<file path="src/assert_macros.svh">
// ---------------------------------------------------------------------------
// assert_macros.svh
// shared concurrent assertion macros, sampled on clk, off during rst
// ---------------------------------------------------------------------------
`ifndef ASSERT_MACROS_SVH
`define ASSERT_MACROS_SVH

// property must hold at every clock edge outside reset
`define PPM_ASSERT(label, prop, msg) \
  label: assert property (@(posedge clk) disable iff (rst) prop) else $error(msg);

// condition must never be true outside reset
`define PPM_NEVER(label, cond, msg) \
  `PPM_ASSERT(label, !(cond), msg)

`endif

</file>
<file path="src/ppm_pkg.sv">
// ---------------------------------------------------------------------------
// ppm_pkg
// types and constants shared by the proximity point merge modules
// ---------------------------------------------------------------------------
`default_nettype none

package ppm_pkg;

  localparam int PPM_MAX_ENTRIES = 64;

  localparam int COORD_W  = 24;
  localparam int WEIGHT_W = 16;
  localparam int RADIUS_W = 23;
  localparam int INDEX_W  = 6;
  localparam int COUNT_W  = 7;

  // blend divider: |mean*w + p| needs COORD_W + DEN_W bits
  localparam int DEN_W = WEIGHT_W + 1;
  localparam int NUM_W = COORD_W + DEN_W;
  localparam int PROD_W = COORD_W + DEN_W;

  // squared distance widths
  localparam int DIFF_W = COORD_W + 1;
  localparam int SQ_W   = 2 * COORD_W + 1;
  localparam int SUM_W  = SQ_W + 1;
  localparam int R2_W   = 2 * RADIUS_W;

  localparam logic [WEIGHT_W-1:0] WEIGHT_SAT = '1;

  typedef enum logic {
    KIND_ADD  = 1'b0,
    KIND_READ = 1'b1
  } ppm_kind_t;

  typedef struct packed {
    logic                      kind;
    logic signed [COORD_W-1:0] point_x;
    logic signed [COORD_W-1:0] point_y;
    logic [INDEX_W-1:0]        entry_index;
  } ppm_in_t;

  typedef struct packed {
    logic [COUNT_W-1:0]        joined_count;
    logic                      appended;
    logic                      dropped_full;
    logic [COUNT_W-1:0]        entries_used;
    logic signed [COORD_W-1:0] read_x;
    logic signed [COORD_W-1:0] read_y;
    logic [WEIGHT_W-1:0]       read_weight;
    logic                      read_valid;
  } ppm_out_t;

  // classified item between front and back
  typedef struct packed {
    logic                      is_read;
    logic signed [COORD_W-1:0] x;
    logic signed [COORD_W-1:0] y;
    logic [INDEX_W-1:0]        idx;
  } ppm_item_t;

  typedef struct packed {
    logic signed [COORD_W-1:0] x;
    logic signed [COORD_W-1:0] y;
    logic [WEIGHT_W-1:0]       w;
  } ppm_entry_t;

  typedef struct packed {
    logic      valid;
    ppm_item_t item;
  } ppm_queue_t;

endpackage

`default_nettype wire

</file>
<file path="src/ppm_front.sv">
// ---------------------------------------------------------------------------
// ppm_front
// accepts input transfers, classifies them and holds them in a two-entry queue
// ---------------------------------------------------------------------------
`default_nettype none

module ppm_front import ppm_pkg::*; (
  input  logic       clk,
  input  logic       rst,
  input  logic       in_valid,
  output logic       in_stall,
  input  ppm_in_t    in_data,
  output ppm_queue_t head,
  input  logic       pop
);

  ppm_item_t slot [2];
  logic [1:0] count;
  logic       push;
  ppm_item_t  item;

  always_comb begin
    item.is_read = (in_data.kind == KIND_READ);
    item.x       = in_data.point_x;
    item.y       = in_data.point_y;
    item.idx     = in_data.entry_index;
  end

  assign in_stall = (count == 2'd2);
  assign push     = in_valid && !in_stall;
  assign head     = '{valid: (count != 2'd0), item: slot[0]};

  always_ff @(posedge clk) begin
    if (rst) begin
      count <= '0;
    end else begin
      count <= count + {1'b0, push} - {1'b0, pop};
    end
    // slot 0 is the head, slot 1 the tail
    if (pop) begin
      slot[0] <= slot[1];
      if (push && count == 2'd1) begin
        slot[0] <= item;
      end
      if (push && count == 2'd2) begin
        slot[1] <= item;
      end
    end else if (push) begin
      if (count == 2'd0) begin
        slot[0] <= item;
      end else begin
        slot[1] <= item;
      end
    end
  end

endmodule

`default_nettype wire

</file>
<file path="config.mk">
export PLATFORM = sky130hd
export DESIGN_NAME = ppm_front
export DESIGN_NICKNAME = d
export VERILOG_FILES = /design/src/assert_macros.svh /design/src/ppm_pkg.sv /design/src/ppm_front.sv
export SDC_FILE = /design/constraint.sdc
export NUM_CORES = 1
export LEC_CHECK = 0
export ABC_AREA = 1
export BUFFER_PORTS_ARGS = -buffer_cell sky130_fd_sc_hd__buf_2
export CAP_MARGIN = 20
export CORE_UTILIZATION = 48
export CTS_BUF_LIST = sky130_fd_sc_hd__clkbuf_16
export DETAILED_ROUTE_END_ITERATION = 10
export PLACE_DENSITY = 0.86
export RECOVER_POWER = 100
export SLEW_MARGIN = 10
export SYNTH_ARGS = -nofsm -noshare
export SYNTH_HDL_FRONTEND = slang
export SYNTH_SLANG_ARGS = --single-unit
</file>
<file path="constraint.sdc">
create_clock -name clk -period 4.7 [get_ports clk]
set_clock_uncertainty 0.15 [all_clocks]
set_input_delay 0.47 -clock clk [delete_from_list [all_inputs] [get_ports clk]]
set_output_delay 0.47 -clock clk [all_outputs]
set_load 0.05 [all_outputs]
</file>
Word level (Yosys, flattened, before mapping)

Memories as Yosys holds them, arrays and structs flattened.
Index checks and enable logic that the tools add are counted.

Flip-flop bits (word level): 2
RAM bits: 110
Input bits: 59
Output and inout bits: 57
Word-level logic and storage cells: 38
Memories: 1

$add $sub $neg: 2
Equality and inequality tests: 2
Multiplexer cells: 22
Bitwise operators: 3
Reduce and logical (&&, ||, !) cells: 7

Memories:

| name | depth | bits a word | read ports | clocked after Yosys merged registers in | write ports | line            | source |
|---|---|---|---|---|---|---|---|
| slot | 2     | 55          | 2          | 0                                       | 1           | ppm_front.sv:17 | `ppm_item_t slot [2];` |

Operators by type and width:

| operator             | number |
|---|---|
| $mux W55             | 4 |
| $reduce_or A55 Y1    | 1 |
| $mux W1              | 18 |
| $logic_and A1 B1 Y1  | 3 |
| $or A1 B1 Y1         | 3 |
| $add A2 B1 Y2        | 1 |
| $eq A2 B1 Y1 const B | 1 |
| $eq A2 B2 Y1 const B | 1 |
| $logic_not A2 Y1     | 1 |
| $reduce_bool A2 Y1   | 1 |
| $sub A2 B1 Y2        | 1 |
| $logic_not A1 Y1     | 1 |

Logic depth before layout (Yosys ltp)

Gate-level depths: netlist (run 1).

Depth after elaboration: 10
Depth in mapped cells: 12
Gate-level depth less buffers: 11

Worst setup path before layout (run 1)

OpenSTA, ideal clock, no wires.

Path kind: input -> register
From: input in_valid
To: memory slot[0][100] (netlist name) (enable)
Library setup time: 0.536 ns
Data arrival time: 4.331 ns
Required time: 4.014 ns
Setup slack: -0.317 ns
Stages on the path: 2
Path buffers: 0
Cell sequence: inv_1 > nor3_1

Longest elaborated chain between the ends: 8
Elaborated cells between the ends (all ways): 21
Classes of those cells: 14 x mux; 3 x bitwise; 4 x reduce/logical

RTL lines:

| item                                                               | line                             | source |
|---|---|---|
| from (decl)                                                        | ppm_front.sv:10                  | `input logic in_valid,` |
| $logic_and A1 B1 Y1 (*)                                            | ppm_front.sv:30                  | `assign push = in_valid && !in_stall;` |
| $logic_and A1 B1 Y1, on equally long branches                      | ppm_front.sv:45, ppm_front.sv:42 |  |
| $mux W1, on equally long branches                                  | ppm_front.sv:45, ppm_front.sv:42 |  |
| $mux W1                                                            | ppm_front.sv:40                  | `if (pop) begin` |
| $mux W1, on equally long branches                                  | ppm_front.sv:46, ppm_front.sv:43 |  |
| $or A1 B1 Y1 (no line)                                             | --                               |  |
| $reduce_or A55 Y1 (no line) / $or A1 B1 Y1 (equally long branches) | --                               |  |
| $mux W1 (no line)                                                  | --                               |  |
| to (decl)                                                          | ppm_front.sv:17                  |  |

Every way passes the cells marked *; elsewhere a longest branch is shown, timed or not.

Worst setup path in the final report (run 1)

From: register count[1]
To: memory slot[0][34] (netlist name) (enable)

Longest elaborated chain between the ends: 10
Elaborated cells between the ends (all ways): 27
Classes of those cells: 2 x eq/ne; 16 x mux; 3 x bitwise; 6 x reduce/logical

RTL lines:

| item                                                               | line                             | source |
|---|---|---|
| from (decl)                                                        | ppm_front.sv:18                  | `logic [1:0] count;` |
| from (signal assigned)                                             | ppm_front.sv:37                  | `count <= count + {1'b0, push} - {1'b0, pop};` |
| $eq A2 B2 Y1                                                       | ppm_front.sv:29, ppm_front.sv:45 |  |
| $logic_not A1 Y1                                                   | ppm_front.sv:30                  |  |
| $logic_and A1 B1 Y1                                                | ppm_front.sv:30                  |  |
| $logic_and A1 B1 Y1, on equally long branches                      | ppm_front.sv:45, ppm_front.sv:42 |  |
| $mux W1, on equally long branches                                  | ppm_front.sv:45, ppm_front.sv:42 |  |
| $mux W1                                                            | ppm_front.sv:40                  |  |
| $mux W1, on equally long branches                                  | ppm_front.sv:46, ppm_front.sv:43 |  |
| $or A1 B1 Y1 (no line)                                             | --                               |  |
| $reduce_or A55 Y1 (no line) / $or A1 B1 Y1 (equally long branches) | --                               |  |
| $mux W1 (no line)                                                  | --                               |  |

Several ways; a longest one is shown, not always the timed one.

==> flow_summary.ini, run 1 <==
[timing]
fmax_ghz = 0.3348
finalCritPeriodShare = 0.6354
fin_tns_setup_ns = 0
hold_viol_final = 0
tightestPinTransition_ns = 1.536
setup_viol = 0
drv_slew = 29
rsz0062_at_grt = false
relSlewSlack = -0.02403
min_period_ns = 2.987

[setup_path]
critPathLaunch = count[1]
r2r_start = count[1]
cp-end-kind = flip-flop
cp_max_fo = 28
cp_cell_sequence = nor2_1 -> inv_1 -> o21bai_4 -> clkbuf_1
critical_path.max_stage_delay_ns = 1.18
arrival_ns = 2.77
cp.required_ns = 4.49
worstSetupPathType = reg -> reg
start_kind = flip-flop
slowest_stage = clkbuf_1

[placement]
port-buffer-count = 115
gp_congestion = 0.6844
dp.final_hpwl_um = 5175
placed_cells = 556

[floorplan]
dieWidth_um = 102.2
rows = 36
ios = 116
die_h_um = 102.2
dieArea_um2 = 10430
floorplan.initialDensity = 0.4949
core_area_um2 = 9729

[power_and_ir_drop]
ir_drop_mv = 0.2876
p_per_area_nw_per_um2 = 508.4
leakagePower_nw = 1.992
p_total_w = 0.002643

[grt]
grt_pass1_vias = 2752
grt_max_degree = 58
antenna_found_initial = 1
grt_pass1_wl_um = 13140
grt.overflow.total = 0
groute.usage.overall = 0.1685

[yosys]
yosys.area_share.simple = 0.1663
synthesis.area_um2 = 4815
synth_xor_xnor_area_share = 0
synth_cell_types = 18
ys_ff_latch = 112
ys_warn_count = 0
synth_top_family_by_area = simple AND/OR/NAND/NOR gates
syn_nets = 437
avgSynthCellArea_um2 = 12.80
yosysSeqAreaShare = 0.6944
synth_compound_area_frac = 0.005977
muxShareOfSynthArea = 0
syn_inst = 376
synth_adder_area_share = 0.005198

[clock_network]
clock_latency_ns = 0.34
ctsLongestPathBuffers = 2
ctsResizeCount = 0
htreeDepth = 3
cts-root-buf = clkbuf_16
clock_sinks = 112
postCtsSetupBuffers = 0
clkSlewWorstSetupHoldPaths_ns = 0.07
cts_buffers = 9
ctsHoldBuffers = 0
cts_tree = yes

[worst_hold_path]
hp-start = rst
hold_path.class = in -> reg

[status]
violations = capacitance limit, slew limit
outcome = complete, but fails checks

[detailed_routing]
routedWlPerCell_um = 14.27
vias = 2750
routed_via_density = 4.799
postRouteAntennaNets = 0
drc_errors = 0
drt_wl_total_um = 8179
drt_pre_antenna_iters = 4
drt_iter0_drc = 79

[finish]
final_common_cell = nand2_1
area_growth_pct = 7.978
fin_nets = 495
drive_above_1_share = 0.1002
layout.cells.most_common_list = nand2_1 (114), edfxtp_1 (110), clkbuf_1 (104)
instances_no_fill = 573

[flow_run]
drv_cap = 1
-- cell type report --
cell class	count	area, um^2
Clock buffer	9	225.2
Clock inverter	7	87.58
Sequential cell	112	3343
Antenna cell	1	2.502
Fill cell	907	4531
Multi-Input combinational cell	182	865.8
Timing Repair Buffer	119	470.5
Inverter	10	37.54
Tap cell	133	166.4
-- path summary, 6_finish.rpt --
check	endpoint	slack, ns	depth (start not counted)
min reg2reg	slot[0][33]	0.36	2
max reg2reg	slot[0][34]	1.71	4
min	count[0]	0.15	2
max	slot[0][34]	1.71	4
-- cell usage after synthesis --
master    number  area share
dfxtp_1        2      0.0083
buf_2          1      0.0010
nand3_1       45       0.047
nor2_1         4      0.0031
ha_1           2      0.0052
a21oi_4        1      0.0034
buf_6         11       0.026
nor3_1         1      0.0010
nand2_4        1      0.0023
a21oi_1        1      0.0010
o21bai_1       1      0.0016
nand2_2        1      0.0013
nand3_2       11       0.023
inv_2          2      0.0016
buf_4         60       0.094
inv_1          8      0.0062
nand2_1      114       0.089
edfxtp_1     110        0.69
-- metal layers --
metal,vias to the layer above,part of all wire,track usage
met2,85,0.49,0.2777
li1,1348,-,-
met4,0,0.0099,0.04945
met1,1310,0.44,0.2130
met3,7,0.067,0.05540
met5,-,0,0
-- stage by stage --
stage / instance area (um^2) / hold slack [ns] / util / setup slack [ns]
floorplan: 4820 / 0.3374 / - / 0.7541
global placement: 5030 / 0.3429 / 0.5170 / 2.211
detailed placement: 5030 / 0.3465 / 0.5170 / 2.090
CTS: 5343 / 0.1440 / 0.5491 / 2.263
global route: 5196 / 0.1516 / 0.5341 / 1.382
finish: 5199 / 0.1541 / 0.5343 / 1.713
-- report_power, final --
group / internal (W) / total [W] / switching [W]
Combinational: 0.0000954 / 0.000587 / 0.000492
Sequential: 0.00123 / 0.00127 / 0.0000323
Clock: 0.000462 / 0.000789 / 0.000326
-- critical path, delay by kind of cell, from the launching register on --
kind | cells | cell delay (ns)
AO/OA/AOI/OAI | 1 | 0.65
flip-flops | 1 | 0.37
AND/OR/NAND/NOR | 1 | 0.12
buffers and inverters | 2 | 1.26
-- cells by family (layout without fill, tap and decap cells) --
group           after synthesis  in the layout
simple gates                177            177
flops                       112            112
buf+inv                      82            145
compound gates                3              3
fa+ha+maj                     2              2
other cells                   0              1
-- registers in the layout, indices dropped and copies added, names as in the netlist --
name	count
count	2
slot	110
Power figures use the tool's default switching activity.
==> inputs of run 2 (changes only) <==
==> constraint.sdc (replaced) <==
create_clock -name clk -period 2.4 [get_ports clk]
set_clock_uncertainty 0.15 [all_clocks]
set_input_delay 0.24 -clock clk [delete_from_list [all_inputs] [get_ports clk]]
set_output_delay 0.24 -clock clk [all_outputs]
set_load 0.05 [all_outputs]
==> run 2 against run 1 <==
The run now ends clean. Sequential share of layout area decreased by 6.2 points. Non-clock buffer count up 59. Worst hold slack better by 0.17 ns. Critical path type unchanged. Largest power group unchanged. Highest routed layer unchanged.
==> flow_summary.ini, run 2 (synthesized netlist as in run 1, its figures left out) <==
[detailed_routing]
drc_errors = 0
vias = 2958
drt_wl_total_um = 8881
routed_via_density = 4.688
postRouteAntennaNets = 0
routedWlPerCell_um = 14.07
drt_pre_antenna_iters = 4
drt_iter0_drc = 96

[finish]
layout.cells.most_common_list = nand2_1 (114), edfxtp_1 (110), clkbuf_1 (106)
regMostFlops = slot
fin_nets = 554
n_antenna_cell = 0
fin_util = 0.5913
area_growth_pct = 19.49
final.fill_count = 864
drive_above_1_share = 0.09036
reg_top3 = slot (110), count (2)
final_common_cell = nand2_1
largest_reg_flops = 110

[power_and_ir_drop]
leakagePower_nw = 2.227
ir_drop_mv = 0.4218
p_per_area_nw_per_um2 = 895.5

[clock_network]
clock_sinks = 112
postCtsSetupBuffers = 0
cts_tree = yes
ctsLongestPathBuffers = 2
htreeDepth = 3
clkSlewWorstSetupHoldPaths_ns = 0.07
cts_buffers = 9
cts-root-buf = clkbuf_16
ctsResizeCount = 0
clock_latency_ns = 0.33

[floorplan]
core_area_um2 = 9729
floorplan.initialDensity = 0.4949
dieArea_um2 = 10430
dieWidth_um = 102.2
rows = 36
die_h_um = 102.2
ios = 116

[timing]
tightestPinTransition_ns = 0.7729
min_period_ns = 1.934
relSlewSlack = 0.4848
rsz0062_at_grt = false
fmax_ghz = 0.5171
finalCritPeriodShare = 0.8057
hold_viol_final = 0
hold_slack_ns = 0.3247
setup_viol = 0
fin_tns_setup_ns = 0
drv_slew = 0

[flow_run]
drv_cap = 0

[placement]
dp.final_hpwl_um = 5298
gp_congestion = 0.6496
port-buffer-count = 115

[status]
outcome = complete, no violations

[setup_path]
cp.required_ns = 2.22
arrival_ns = 1.75
start_kind = flip-flop
cp_max_fo = 43
cp-end-kind = flip-flop
worstSetupPathType = reg -> reg

[grt]
grt_pass1_vias = 2962
groute.usage.overall = 0.1801
grt_pass1_wl_um = 14030
grt.overflow.total = 0
grt_max_degree = 56
antenna_found_initial = 0

[worst_hold_path]
hold_path.class = in -> reg
## run 2: cell types whose count changed in the layout (fill, tap and decap cells not counted), moves of 2 or more
cell           before  now
buf_2              12    9
buf_4               2    4
clkbuf_1          104  106
dlygate4sd3_1       0   56
clkbuf_4            0    2
clkinv_2            0    4
## run 2: final timing paths
kind	start	slack, ns	to	cells after the start
worst min register to register	slot[0][107]	0.36	slot[0][52]	2
worst max register to register	count[0]	0.47	slot[0][66]	3
worst min-delay path	pop	0.32	count[1]	5
worst max-delay path	count[0]	0.47	slot[0][66]	3
## run 2: power breakdown
| group | switching, W | internal [W] |
|---|---|---|
| registers | 0.0000644 | 0.00242 |
| clock network | 0.000640 | 0.000801 |
| logic | 0.000980 | 0.000250 |
## run 2: what timing repair did
| action | 4_1_cts | 5_1_grt |
|---|---|---|
| endpoints found under the setup margin | 0 | 0 |
| hold endpoints to repair | 57 | 0 |
| hold buffers | 56 | 0 |
## run 2: critical path: stages, from the launching register on
cell,delay [ns]
dfxtp_1,0.41
inv_1,0.11
nor3_1,0.26
clkbuf_4,0.62
## run 2: metrics by stage
| step | total power (W) | instances | worst slack [ns] | instance area, um^2 |
|---|---|---|---|---|
| 2_1_floorplan | 0.003683 | 376 | 0.05766 | 4837 |
| 3_3_place_gp | 0.003716 | 559 | 0.6367 | 5065 |
| 3_5_place_dp | 0.003749 | 559 | 0.5317 | 5065 |
| 4_1_cts | 0.005253 | 631 | 0.5158 | 5913 |
| 5_1_grt | 0.005375 | 631 | 0.2840 | 5753 |
| 6_report | 0.005152 | 631 | 0.4663 | 5753 |
## run 2: cell type report
class	count	area (um^2)	area share
multi-input combinational	182	865.8	0.1505
timing repair buffer	178	1052	0.1829
inverter	10	37.54	0.006525
tap	133	166.4	0.02893
sequential	112	3343	0.5811
clock buffer	9	225.2	0.03915
clock inverter	7	62.56	0.01087
## run 2: metal layers
layer  share of wire  global-route usage
met5               0                   0
met4           0.015             0.06374
met3           0.049             0.04241
met2            0.49              0.3072
met1            0.44              0.2250
